**src/rtl/b64le_pkg.sv**
```systemverilog
// ----------------------------------------------------------------------------
// b64le_pkg: shared types and constants of the base64 line encoder
// Word types for both channels, the job word that links the front and the
// back, character codes and the sextet-to-ASCII mapping.
// ----------------------------------------------------------------------------
package b64le_pkg;

    // Job word limits
    localparam int JOB_CHARS = 6;
    localparam int CNT_W     = $clog2(JOB_CHARS + 1);

    // Job queue depth
    localparam int QDEPTH = 4;
    localparam int QAW    = $clog2(QDEPTH);
    localparam int QCW    = $clog2(QDEPTH + 1);

    // Line length register
    localparam int           LG_W     = 6;
    localparam logic [LG_W-1:0] LG_RESET = 6'd19;

    // Character codes
    localparam logic [7:0] CH_CR  = 8'd13;
    localparam logic [7:0] CH_LF  = 8'd10;
    localparam logic [7:0] CH_PAD = 8'd61;

    // Input word
    typedef struct packed {
        logic [7:0] data_byte;
        logic       final_byte;
    } t_in;

    // Output word
    typedef struct packed {
        logic [7:0] out_char;
        logic       run_end;
        logic       stream_end;
    } t_out;

    // All characters caused by one input byte
    typedef struct packed {
        logic [JOB_CHARS-1:0][7:0] chars;
        logic [CNT_W-1:0]          cnt;
        logic                      fin;
    } t_job;

    // Map a sextet to its base64 character
    function automatic logic [7:0] enc_sextet(input logic [5:0] v);
        logic [7:0] w;
        w = {2'b00, v};
        if (v < 6'd26) begin
            enc_sextet = w + 8'd65;
        end else if (v < 6'd52) begin
            enc_sextet = w + 8'd71;
        end else if (v < 6'd62) begin
            enc_sextet = w - 8'd4;
        end else if (v == 6'd62) begin
            enc_sextet = 8'd43;
        end else begin
            enc_sextet = 8'd47;
        end
    endfunction

endpackage

```
**src/rtl/b64le_front.sv**
```systemverilog
// ----------------------------------------------------------------------------
// b64le_front: byte intake and group tracking
// Takes one byte per word, tracks leftover bits, group phase and line fill,
// and builds the full character job for that byte.
// ----------------------------------------------------------------------------
module b64le_front (
    input  logic                     i_clk,
    input  logic                     i_rst_n,
    input  logic                     i_valid,
    output logic                     o_stall,
    input  b64le_pkg::t_in           i_data,
    input  logic                     i_cfg_we,
    input  logic [b64le_pkg::LG_W-1:0] i_cfg_wdata,
    input  logic                     i_q_full,
    output logic                     o_push,
    output b64le_pkg::t_job          o_job
);
    import b64le_pkg::*;

    logic [LG_W-1:0] r_line_groups;
    logic [3:0]      r_carry, n_carry;
    logic [1:0]      r_phase, n_phase;
    logic [LG_W-1:0] r_gol, n_gol;

    logic [LG_W-1:0] gol_inc;
    logic            closed;
    logic [7:0]      b;
    t_job            job;

    assign o_stall = i_q_full;
    assign o_push  = i_valid && !i_q_full;
    assign b       = i_data.data_byte;
    assign gol_inc = r_gol + 1'b1;

    // Build the character job and the next group state
    always_comb begin
        job     = '0;
        n_carry = r_carry;
        n_phase = r_phase;
        n_gol   = r_gol;
        closed  = 1'b0;
        unique case (r_phase)
            2'd1: begin
                job.chars[0] = enc_sextet({r_carry[1:0], b[7:4]});
                job.cnt      = CNT_W'(1);
                n_carry      = b[3:0];
                n_phase      = 2'd2;
            end
            2'd2: begin
                job.chars[0] = enc_sextet({r_carry, b[7:6]});
                job.chars[1] = enc_sextet(b[5:0]);
                job.cnt      = CNT_W'(2);
                n_carry      = 4'd0;
                n_phase      = 2'd0;
                n_gol        = gol_inc;
                if (gol_inc == r_line_groups) begin
                    job.chars[2] = CH_CR;
                    job.chars[3] = CH_LF;
                    job.cnt      = CNT_W'(4);
                    n_gol        = '0;
                    closed       = 1'b1;
                end
            end
            default: begin
                job.chars[0] = enc_sextet(b[7:2]);
                job.cnt      = CNT_W'(1);
                n_carry      = {2'b00, b[1:0]};
                n_phase      = 2'd1;
            end
        endcase

        // Flush leftover bits, pad and close the line on the last byte
        if (i_data.final_byte) begin
            job.fin = 1'b1;
            if (n_phase == 2'd1) begin
                job.chars[job.cnt] = enc_sextet({n_carry[1:0], 4'b0000});
                job.chars[job.cnt + CNT_W'(1)] = CH_PAD;
                job.chars[job.cnt + CNT_W'(2)] = CH_PAD;
                job.cnt = job.cnt + CNT_W'(3);
            end else if (n_phase == 2'd2) begin
                job.chars[job.cnt] = enc_sextet({n_carry, 2'b00});
                job.chars[job.cnt + CNT_W'(1)] = CH_PAD;
                job.cnt = job.cnt + CNT_W'(2);
            end
            if (!closed) begin
                job.chars[job.cnt] = CH_CR;
                job.chars[job.cnt + CNT_W'(1)] = CH_LF;
                job.cnt = job.cnt + CNT_W'(2);
            end
            n_carry = 4'd0;
            n_phase = 2'd0;
            n_gol   = '0;
        end
    end

    assign o_job = job;

    // Hold the line length register
    always_ff @(posedge i_clk) begin
        if (!i_rst_n) begin
            r_line_groups <= LG_RESET;
        end else if (i_cfg_we) begin
            r_line_groups <= i_cfg_wdata;
        end
    end

    // Advance the group state on each accepted word
    always_ff @(posedge i_clk) begin
        if (!i_rst_n) begin
            r_carry <= 4'd0;
            r_phase <= 2'd0;
            r_gol   <= '0;
        end else if (o_push) begin
            r_carry <= n_carry;
            r_phase <= n_phase;
            r_gol   <= n_gol;
        end
    end

endmodule

```
**src/rtl/b64le_queue.sv**
```systemverilog
// ----------------------------------------------------------------------------
// b64le_queue: job queue between front and back
// Small first-in first-out store of character jobs so that intake and
// character output stall independently.
// ----------------------------------------------------------------------------
module b64le_queue (
    input  logic            i_clk,
    input  logic            i_rst_n,
    input  logic            i_push,
    input  b64le_pkg::t_job i_job,
    output logic            o_full,
    input  logic            i_pop,
    output logic            o_empty,
    output b64le_pkg::t_job o_job
);
    import b64le_pkg::*;

    t_job            r_mem [QDEPTH];
    logic [QAW-1:0]  r_wr_ptr;
    logic [QAW-1:0]  r_rd_ptr;
    logic [QCW-1:0]  r_cnt;

    assign o_full  = (r_cnt == QCW'(QDEPTH));
    assign o_empty = (r_cnt == '0);
    assign o_job   = r_mem[r_rd_ptr];

    // Store pushed jobs
    always_ff @(posedge i_clk) begin
        if (i_push) begin
            r_mem[r_wr_ptr] <= i_job;
        end
    end

    // Advance pointers and fill count
    always_ff @(posedge i_clk) begin
        if (!i_rst_n) begin
            r_wr_ptr <= '0;
            r_rd_ptr <= '0;
            r_cnt    <= '0;
        end else begin
            if (i_push) begin
                r_wr_ptr <= r_wr_ptr + 1'b1;
            end
            if (i_pop) begin
                r_rd_ptr <= r_rd_ptr + 1'b1;
            end
            if (i_push && !i_pop) begin
                r_cnt <= r_cnt + 1'b1;
            end else if (i_pop && !i_push) begin
                r_cnt <= r_cnt - 1'b1;
            end
        end
    end

endmodule

```
**src/rtl/b64le_back.sv**
```systemverilog
// ----------------------------------------------------------------------------
// b64le_back: character output
// Holds the current job and sends its characters one word per cycle while
// the output is not stalled, loading the next job as the last character leaves.
// ----------------------------------------------------------------------------
module b64le_back (
    input  logic            i_clk,
    input  logic            i_rst_n,
    input  logic            i_q_empty,
    input  b64le_pkg::t_job i_job,
    output logic            o_pop,
    output logic            o_valid,
    input  logic            i_stall,
    output b64le_pkg::t_out o_data
);
    import b64le_pkg::*;

    logic             r_busy;
    t_job             r_job;
    logic [CNT_W-1:0] r_idx;

    logic last;
    logic take;

    assign last    = (r_idx == r_job.cnt - CNT_W'(1));
    assign take    = r_busy && !i_stall;
    assign o_pop   = !i_q_empty && (!r_busy || (take && last));
    assign o_valid = r_busy;

    // Present the current character
    always_comb begin
        o_data.out_char   = r_job.chars[r_idx];
        o_data.run_end    = last;
        o_data.stream_end = last && r_job.fin;
    end

    // Load the job register
    always_ff @(posedge i_clk) begin
        if (o_pop) begin
            r_job <= i_job;
        end
    end

    // Advance through the characters of the job
    always_ff @(posedge i_clk) begin
        if (!i_rst_n) begin
            r_busy <= 1'b0;
            r_idx  <= '0;
        end else if (o_pop) begin
            r_busy <= 1'b1;
            r_idx  <= '0;
        end else if (take) begin
            if (last) begin
                r_busy <= 1'b0;
            end else begin
                r_idx <= r_idx + 1'b1;
            end
        end
    end

endmodule

```
**src/rtl/base64_line_encoder_top.sv**
```systemverilog
// ----------------------------------------------------------------------------
// base64_line_encoder_top: base64 encoder with CR LF line breaks
// Encodes a byte stream into base64 characters, one character per output
// word, with CR LF after every line_groups three-byte groups and a padded,
// CR LF closed tail on the byte marked final.
// ----------------------------------------------------------------------------
// Each input byte is turned into its full run of one to six characters in
// the cycle it is accepted and placed in a four-entry job queue; a byte is
// accepted in any cycle the queue has room. The output side sends one
// character per cycle while the output is not stalled and jobs are queued,
// without gaps between runs, so the sustained rate is set by the output.
// The line length register resets to 19 groups (76 characters); the user
// must see that it is written only while idle, as the block does not enforce it.
module base64_line_encoder_top (
    input  logic                       i_clk,
    input  logic                       i_rst_n,
    input  logic                       i_valid,
    output logic                       o_stall,
    input  b64le_pkg::t_in             i_data,
    output logic                       o_valid,
    input  logic                       i_stall,
    output b64le_pkg::t_out            o_data,
    input  logic                       i_cfg_we,
    input  logic [b64le_pkg::LG_W-1:0] i_cfg_wdata
);
    import b64le_pkg::*;

    logic q_full;
    logic q_empty;
    logic push;
    logic pop;
    t_job push_job;
    t_job head_job;

    // Intake and grouping
    b64le_front u_front (
        .i_clk       (i_clk),
        .i_rst_n     (i_rst_n),
        .i_valid     (i_valid),
        .o_stall     (o_stall),
        .i_data      (i_data),
        .i_cfg_we    (i_cfg_we),
        .i_cfg_wdata (i_cfg_wdata),
        .i_q_full    (q_full),
        .o_push      (push),
        .o_job       (push_job)
    );

    // Job queue
    b64le_queue u_queue (
        .i_clk   (i_clk),
        .i_rst_n (i_rst_n),
        .i_push  (push),
        .i_job   (push_job),
        .o_full  (q_full),
        .i_pop   (pop),
        .o_empty (q_empty),
        .o_job   (head_job)
    );

    // Character output
    b64le_back u_back (
        .i_clk     (i_clk),
        .i_rst_n   (i_rst_n),
        .i_q_empty (q_empty),
        .i_job     (head_job),
        .o_pop     (pop),
        .o_valid   (o_valid),
        .i_stall   (i_stall),
        .o_data    (o_data)
    );

endmodule
```
**config.mk**
```make
export PLATFORM = sky130hd
export DESIGN_NAME = base64_line_encoder_top
export DESIGN_NICKNAME = d
export VERILOG_FILES = /design/src/rtl/b64le_pkg.sv /design/src/rtl/b64le_front.sv /design/src/rtl/b64le_queue.sv /design/src/rtl/b64le_back.sv /design/src/rtl/base64_line_encoder_top.sv
export SDC_FILE = /design/constraint.sdc
export NUM_CORES = 1
export LEC_CHECK = 0
export BUFFER_PORTS_ARGS = -buffer_cell sky130_fd_sc_hd__buf_4
export CAP_MARGIN = 20
export CORE_ASPECT_RATIO = 2
export CORE_MARGIN = 2
export CORE_UTILIZATION = 60
export DETAILED_ROUTE_END_ITERATION = 8
export PLACE_DENSITY = 0.75
export SLEW_MARGIN = 15
export SYNTH_ARGS = -nofsm -noshare
export SYNTH_HDL_FRONTEND = slang
export SYNTH_SLANG_ARGS = --single-unit
```
**constraint.sdc**
```tcl
create_clock -name i_clk -period 4.79 [get_ports i_clk]
set_clock_uncertainty 0.05 [all_clocks]
set_input_delay 0.2395 -clock i_clk [delete_from_list [all_inputs] [get_ports i_clk]]
set_output_delay 0.2395 -clock i_clk [all_outputs]
set_load 0.01 [all_outputs]
```
# [Yosys cells after proc, flatten, opt, wreduce, memory -nomap -nowiden]
# Memory sizes are Yosys's and may differ from the RTL's. A register that Yosys moved wholly into a read port is not among the register bits.
# Cells that the tools add are included.
[totals] register_bits=29 ramBits=208 inputBits=20 output_inout_bits=12 wordCells=190 mem_count=1
[op_classes] n_addsub=30 magnitude_cmp=29 eq_ne=11 muxes=66 bitwise_logic=16 n_reduce_logical=28
[mem_list] memory="u_queue.r_mem" words=4 width=52 read_ports=1 rd_clocked_by_memory_dff=1 write_ports=1 line_no="b64le_queue.sv:18" rtl="t_job r_mem [QDEPTH];"
[ops] cell="$mux 8" count=29
[ops] cell="$mux 51" count=4
[ops] cell="$demux 8 s3" count=5
[ops] cell="$add 6x7->8 const B" count=12
[ops] cell="$bwmux 48" count=2
[ops] cell="$or 30x30->30" count=3
[ops] cell="$lt 6x6->1 const B" count=12
[ops] cell="$and 18x18->18" count=3
[ops] cell="$mux 52" count=1
[ops] cell="$sub 6x3->7 const B" count=6
[ops] cell="$and 36x36->36" count=1
[ops] cell="$lt 6x5->1 const B" count=6
[ops] cell="$not 18->18" count=2
[ops] cell="$not 36->36" count=1
[ops] cell="$and 30x30->30" count=1
[ops] cell="$not 30->30" count=1
[ops] cell="$bmux 8 s3" count=1
[ops] cell="$eq 6x6->1 const B" count=4
[ops] cell="$lt 3x4->1 const B" count=6
[ops] cell="$pmux 11 s2" count=1
[ops] cell="$mux 3" count=7
[ops] cell="$mux 20" count=1
[ops] cell="$mux 6" count=3
[ops] cell="$or 18x18->18" count=1
[ops] cell="other kinds (26)" count=67

# [Depth between registers and ports, before layout]
# Gate-level depths: netlist (run 1).
[logic_depth] depth_word=25 ltp_mapped=15 ltp_nobuf=15

# [Modules after synthesis]
# A second synthesis (run 1) with hierarchy kept.
[hier_totals] hier_cells=1084 area_unflattened_um2=14483.9
[by_module_without_submodules] module="b64le_queue" instances=1 cells_per_inst=315 area_each_um2=8010.2
[by_module_without_submodules] module="b64le_front" instances=1 cells_per_inst=646 area_each_um2=4201.5
[by_module_without_submodules] module="b64le_back" instances=1 cells_per_inst=123 area_each_um2=2272.2

# [Worst setup path before layout (run 1)]
# No wires, ideal clock.
[synth_timing] kind="flip-flop to flip-flop" startpoint="reg u_front.r_gol[0]" endpoint="mem u_queue.r_mem[0][15] (netlist name) (data pin)" arrival_ns=3.069 t_required_ns=4.460 slack_ns=1.392 stages_incl_launch_ff=16 n_path_buf=0 synth_period_minus_slack_ns=3.398 path_cell_list="dfxtp_1 -> ha_1 -> o21ba_1 -> a22oi_1 -> o2111a_2 -> nand2_4 -> nand2_1 -> inv_1 -> ha_1 -> mux2_2 -> ha_1 -> nand2_1 -> a21oi_1 -> o21bai_1 -> a211oi_1 -> o22ai_1"
[synth_lines] item="start, declared" line_no="b64le_front.sv:23" rtl="logic [LG_W-1:0] r_gol, n_gol;"
[synth_lines] item="start signal, assigned" line_no="b64le_front.sv:116" rtl="r_gol <= n_gol;"
[synth_lines] item="end, declared" line_no="b64le_queue.sv:18"

==> flow_summary_export.csv, run 1 <==
group,metric,value,unit
place,portBuffers,31,
hold_path,holdPathStages,3,
floorplan,die_w,104.5,um
place,gp_congestion,0.9719,
hold_path,min_to,"u_front.r_line_groups[3]",
timing,min_period,3.960,ns
run,drv_cap,0,
critical_path,critPathMaxFanout,8,
timing,rsz0062_at_grt,"false",
timing,hold_viol_final,0,
hold_path,min_from,"i_cfg_we",
logic_synthesis,ys_ff_latch,239,
pwr,power,6.121,mW
pwr,irDropWorstVdd,0.3252,mV
floorplan,core-area,0.01982,sq mm
floorplan,pin_count,32,
logic_synthesis,post_synth_instance_area,0.01213,sq mm
detailed_routing,drt-wirelength-per-cell,22.18,um
floorplan,rows,73,
detailed_routing,dr_total_vias,8002,
pwr,clkPwrFrac,0.264,
detailed_routing,via_per_inst,6.266,
pwr,combPwrFrac,0.249,
logic_synthesis,syn-instance-count,961,
timing,fin_crit_sh,0.8267,
floorplan,dieArea,0.02143,sq mm
global_route,grt_pass1_vias,8087,
detailed_routing,dr.pass1.iters,5,
logic_synthesis,synth_ff_type,"edfxtp_1",
clocking,clock-root-buffer,"clkbuf_16",
detailed_routing,antenna_left,0,
clocking,clk-insertion-delay-late,0.52,ns
detailed_routing,first_iter_violations,557,
global_route,grt.total_usage,0.2726,
critical_path,ff2ff_setup_slack,0.83,ns
critical_path,cpPeakStageDelay,0.54,ns
clocking,clockBufferDepth,3,
critical_path,critPathSlowestCell,"a21oi_1",
logic_synthesis,yosysTopAreaCell,"edfxtp_1",
clocking,cts_tree,"built",
logic_synthesis,yosys-top-cells-area,"edfxtp_1 (52%), mux4_2 (9.3%), dfxtp_1 (4.8%), ha_1 (3.7%), a21oi_1 (2.8%)",
final_layout,layout.cells.non_filler,1277,
final_layout,area_growth,10.51,%
final_layout,final_cell_mix,"edfxtp_1 (210), nand2_1 (73), a21oi_1 (69)",
global_route,antenna_found_initial,0,
detailed_routing,drcViolationCount,0,
final_layout,nNetsFinal,1057,
floorplan,die_h,205.1,um
detailed_routing,wirelength,28.33,mm
status,run_status,"finished clean",
clocking,cts_buffers,21,
pwr,power.share.sequential,0.487,
critical_path,start_kind,"flop",
critical_path,criticalPathCategory,"reg2reg",
pwr,power.leakage,4.627,nW
floorplan,start_util,0.6119,
timing,finalMaxSlewViolations,0,
global_route,overflow,0,
critical_path,crit_path_end_kind,"flop",
critical_path,rr_endpoint,"u_queue.r_mem[3][14]",
pwr,switchingPower,1.766,mW
clocking,clock-sinks,239,
clocking,path_clk_slew,0.07,ns
final_layout,drive_above_1_share,0.1498,
critical_path,crit_chain,"ha_1 > nand3_1 > o21ai_0 > o2111a_2 > nand2_4 > nand2_1 > inv_1 > ha_1 > mux2_2 > ha_1 > nand2_1 > a21oi_1 > nor3_1 > a21oi_1",
global_route,grt_pass1_wl,44.82,mm
place,dp_cells,1227,
timing,fmax,252.5,MHz
critical_path,r2r-start,"u_front.r_gol[0]",
logic_synthesis,ys_seq_area_frac,0.5678,
logic_synthesis,netlist.area_leader.share,0.5200,
final_layout,final_common_cell,"edfxtp_1",
pwr,p_int,4.355,mW
pwr,p_per_area,456.7,mW/mm^2
pwr,p_sw_frac,0.2885,
logic_synthesis,synth_edf_count,210,
hold_path,hold_path_class,"in2reg",
critical_path,worstPathArrival,4.20,ns
timing,setup_viol,0,
timing,slew_headroom,0.3336,
critical_path,r2r.worst_path.cells,14,
global_route,grt_max_degree,43,
final_layout,insertedDiodeCount,0,
critical_path,crit_required,5.03,ns
place,hpwlAfterDp,19.96,mm
clocking,htreeDepth,1,
logic_synthesis,async_reset_ff_frac,0,
logic_synthesis,yosysWarnings,0,
critical_path,crit_path_frequent_cell,"ha_1",
logic_synthesis,avgSynthCellArea,12.62,sq um
timing,tns,0,ns
timing,worst_pin_slew,0.9904,ns
logic_synthesis,synth_cell_types,82,
-- state kept, by name (all words and copies together), names as in the netlist --
name / flops
u_front.r_phase: 2
u_queue.r_mem: 168
u_queue.r_wr_ptr: 2
u_back.r_job: 42
u_queue.r_rd_ptr: 2
u_front.r_carry: 4
u_front.r_line_groups: 6
u_back.r_idx: 3
u_front.r_gol: 6
u_queue.r_cnt: 3
u_back.o_valid: 1
-- metal layers --
metal | track usage | wire length, um | up-vias
met5 | 0 | 0 | -
met4 | 0.1549 | 1594 | 0
met3 | 0.02895 | 1116 | 96
met2 | 0.4988 | 15440 | 254
met1 | 0.3068 | 10180 | 3927
li1 | - | - | 3725
-- through the flow --
step	setup WS (ns)	instance area (sq um)	util	hold slack [ns]
detailed placement	0.9541	12620	0.6368	0.4082
global placement	1.020	12620	0.6368	0.4035
floorplan	1.392	12200	-	0.2884
CTS	0.8954	13400	0.6762	0.01898
finish	0.8300	13400	0.6762	0.03989
global route	0.4919	13400	0.6762	0.05119
-- synthesized netlist by cell type (27+ instances only) --
| library cell | count |
|---|---|
| a21oi_1 | 69 |
| nor2_1 | 40 |
| inv_1 | 41 |
| clkbuf_1 | 43 |
| nand2_1 | 73 |
| nand3_1 | 30 |
| xnor2_1 | 27 |
| dfxtp_1 | 29 |
| o21ai_0 | 40 |
| nor3_1 | 28 |
| ha_1 | 36 |
| mux4_2 | 50 |
| edfxtp_1 | 210 |
-- repair_timing --
action | in CTS | in global routing
hold buffers | 12 | 0
endpoints found under the hold margin | 6 | 0
resized for setup | 0 | 0
setup buffers | 0 | 0
-- worst max-delay path, delay by kind of cell, from the launching register on --
family	cells	cell delay, ns
buffers and inverters	1	0.06
AOI/OAI and AO/OA	4	1.40
DFF	1	0.41
muxes	1	0.21
adders and majority gates	3	0.92
and+or+nand+nor	5	0.67
-- cell type report --
cell class              instances  area [sq um]
flip-flops and latches        239          6889
inverters                      47         176.4
clock buffers                  23         533.0
multi-input cells             633          4883
fillers                      1483          6417
well taps                     262         327.8
clock inverters                15         127.6
repair buffers                 58         465.4
-- power by group through the flow --
stage	clock, mW	combinational, mW	sequential (mW)
2_1_floorplan	0	1.14	2.91
3_3_place_gp	0	1.49	3.01
3_5_place_dp	0	1.52	3.04
4_1_cts	1.64	1.54	3.00
5_1_grt	1.71	1.67	3.03
6_report	1.61	1.52	2.98
-- logic make-up after synthesis --
| kind of cell | share of synthesized area |
|---|---|
| mux | 0.1099 |
| compound gates | 0.1200 |
| flops | 0.5678 |
| simple gates | 0.1029 |
| fa+ha+maj | 0.03879 |
| xor+xnor | 0.02455 |
| other cells | 0.0003092 |
| buf+inv | 0.03580 |
-- worst max path at each step --
| stage | depth (start not counted) | to | from |
|---|---|---|---|
| floorplan | 15 | u_queue.r_mem[0][15] | u_front.r_gol[0] |
| global placement | 15 | u_queue.r_mem[0][15] | u_front.r_gol[0] |
| detailed placement | 15 | u_queue.r_mem[3][15] | u_front.r_gol[0] |
| CTS | 15 | u_queue.r_mem[2][15] | u_front.r_gol[0] |
| global route | 14 | u_queue.r_mem[3][14] | u_front.r_gol[0] |
| finish | 14 | u_queue.r_mem[3][14] | u_front.r_gol[0] |
Power figures use the tool's default switching activity.
==> run 2, diff against run 1 <==
--- a/config.mk
+++ b/config.mk
@@ -9,7 +9,7 @@
 export CAP_MARGIN = 20
 export CORE_ASPECT_RATIO = 2
 export CORE_MARGIN = 2
-export CORE_UTILIZATION = 60
+export CORE_UTILIZATION = 57
 export DETAILED_ROUTE_END_ITERATION = 8
 export PLACE_DENSITY = 0.75
 export SLEW_MARGIN = 15
==> constraint.sdc (replaced) <==
create_clock -name i_clk -period 3.3 [get_ports i_clk]
set_clock_uncertainty 0.05 [all_clocks]
set_input_delay 0.165 -clock i_clk [delete_from_list [all_inputs] [get_ports i_clk]]
set_output_delay 0.165 -clock i_clk [all_outputs]
set_load 0.01 [all_outputs]
==> run 2 against run 1 <==
Compared with the run above:
- critical path depth up 2
- via count up 3.8%
- combinational power up 57%
- sequential power up 45%
- design area up 5.5%
- setup slack worse by 0.67 ns
- sequential cell count unchanged
- utilization down 0.065 points
- sequential share of layout area down 2.6 points
- register-to-register slack worse by 0.67 ns
- highest routed layer unchanged
- worst hold slack worse by 0.011 ns
==> flow_summary_export.csv, run 2 (synthesis results as in run 1) <==
group,metric,value,unit
global_route,grt_max_degree,43,
timing,worst_pin_slew,0.7905,ns
clocking,clk-insertion-delay-late,0.50,ns
final_layout,seq_area,0.006893,sq mm
timing,finalMaxSlewViolations,0,
clocking,htreeDepth,1,
detailed_routing,first_iter_violations,650,
timing,timing.hold.ws,0.02914,ns
clocking,clock-sinks,239,
status,run_status,"finished clean",
final_layout,final_common_cell,"edfxtp_1",
global_route,grt_pass1_wl,46.14,mm
clocking,clockBufferDepth,3,
pwr,p_per_area,645.9,mW/mm^2
critical_path,r2r.worst_path.cells,16,
final_layout,fin_area,0.01414,sq mm
place,hpwlAfterDp,20.53,mm
clocking,path_clk_slew,0.07,ns
final_layout,final_cell_mix,"edfxtp_1 (210), buf_4 (99), nand2_1 (71)",
place,portBuffers,31,
final_layout,multi_input_area,0.005072,sq mm
final_layout,largest_reg_flops,168,
detailed_routing,drt-wirelength-per-cell,21.75,um
floorplan,die_h,210.3,um
pwr,power.leakage,5.002,nW
critical_path,crit_path_end_kind,"flop",
critical_path,rr_endpoint,"u_queue.r_mem[1][14]",
timing,fin_crit_sh,0.9504,
floorplan,rows,75,
place,gp_congestion,0.9928,
clocking,cts_tree,"built",
global_route,grt_pass1_vias,8522,
final_layout,largestRegisters,"u_queue.r_mem (168), u_back.r_job (42)",
clocking,cts_buffers,21,
detailed_routing,dr.pass1.iters,5,
final_layout,insertedDiodeCount,0,
critical_path,crit_path_end,"u_queue.r_mem[1][14]",
pwr,irDropWorstVdd,0.5346,mV
place,placed_area,0.01308,sq mm
floorplan,die_w,107.1,um
global_route,antenna_found_initial,0,
detailed_routing,drcViolationCount,0,
run,drv_cap,0,
floorplan,start_util,0.5796,
final_layout,nNetsFinal,1119,
timing,slew_headroom,0.4681,
critical_path,r2r-start,"u_front.r_gol[0]",
detailed_routing,dr_total_vias,8309,
detailed_routing,wirelength,29.25,mm
detailed_routing,antenna_left,0,
final_layout,largest_register,"u_queue.r_mem",
timing,setup_ws,0.1636,ns
final_layout,nFillCells,1550,
place,place_ws,-0.06322,ns
floorplan,pin_count,32,
final_layout,drive_above_1_share,0.2193,
final_layout,area_growth,16.57,%
hold_path,hold_path_class,"in2reg",
critical_path,worstPathArrival,3.39,ns
floorplan,core-area,0.02093,sq mm
global_route,overflow,0,
timing,hold_viol_final,0,
clocking,clock-root-buffer,"clkbuf_16",
timing,fmax,318.8,MHz
floorplan,dieArea,0.02253,sq mm
critical_path,ff2ff_setup_slack,0.16,ns
critical_path,criticalPathCategory,"reg2reg",
timing,min_period,3.136,ns
critical_path,critPathMaxFanout,6,
critical_path,start_kind,"flop",
critical_path,startpoint,"u_front.r_gol[0]",
timing,setup_viol,0,
timing,rsz0062_at_grt,"false",
global_route,grt.total_usage,0.2673,
critical_path,crit_required,3.56,ns
detailed_routing,via_per_inst,6.178,
run 2: cell count changes in the layout (fill, tap and decap cells not counted), moves of 3 or more:
cell / change
ha_1: -4
clkbuf_1: +3
dfxtp_1: -3
buf_4: +53
dfxtp_2: +3
dlygate4sd3_1: +4
buf_6: +3
ha_4: +3
run 2: repair_timing:
action / CTS / global route
hold buffers: 16 / 0
gates cloned: 0 / 0
resized for setup: 9 / 29
endpoints found under the hold margin: 8 / 0
buffers inserted: 0 / 3
endpoints found under the setup margin: 28 / 68
pin swaps: 1 / 10
run 2: routing by layer:
| layer | share of wire | GRT usage |
|---|---|---|
| met5 | 0 | 0 |
| met4 | 0.056 | 0.1415 |
| met3 | 0.039 | 0.02288 |
| met2 | 0.55 | 0.4963 |
| met1 | 0.35 | 0.2969 |
run 2: layout make-up:
| class | count | share of cell area |
|---|---|---|
| Clock buffer | 26 | 0.03850 |
| Clock inverter | 11 | 0.009735 |
| Inverter | 47 | 0.01248 |
| Multi-Input combinational cell | 633 | 0.3588 |
| Sequential cell | 239 | 0.4876 |
| Tap cell | 269 | 0.02381 |
| Timing Repair Buffer | 120 | 0.06912 |
run 2: power breakdown:
group	internal [mW]	total (mW)	switching, mW
clock	1.41	2.44	1.03
sequential	4.04	4.31	0.268
combinational	1.12	2.38	1.26
total	6.58	9.13	2.56
run 2: worst min-delay path by stage:
stage,slack [ns],cells after the start,from,endpoint
finish,0.03,3,i_rst_n,u_front.r_gol[2]
global route,0.04,2,i_rst_n,u_queue.r_wr_ptr[1]
CTS,0.02,2,i_rst_n,u_queue.r_wr_ptr[1]
detailed placement,0.34,3,i_cfg_wdata[0],u_front.r_line_groups[0]
global placement,0.33,3,i_cfg_wdata[4],u_front.r_line_groups[4]
floorplan,0.21,0,i_data[0],u_queue.r_mem[0][0]
run 2: critical path: stages, from the launching register on:
cell	delay (ns)
dfxtp_2	0.34
ha_4	0.17
o21ba_1	0.17
a22oi_2	0.14
o2111a_2	0.27
nand2_4	0.06
nand2_2	0.07
inv_1	0.06
ha_4	0.22
buf_6	0.12
nand2b_4	0.13
or2_4	0.27
mux2i_4	0.30
buf_6	0.15
buf_4	0.10
nor3_1	0.05
a21oi_2	0.26
run 2: through the flow:
step                      total power, mW  setup TNS [ns]    util  instances
after CTS                           9.169               0  0.6671       1342
after global placement              6.655               0  0.6248       1289
after floorplan                     5.868               0       -        980
after global routing                9.526               0  0.6756       1345
final                               9.131               0  0.6756       1345
after detailed placement            6.716         -0.6532  0.6248       1289
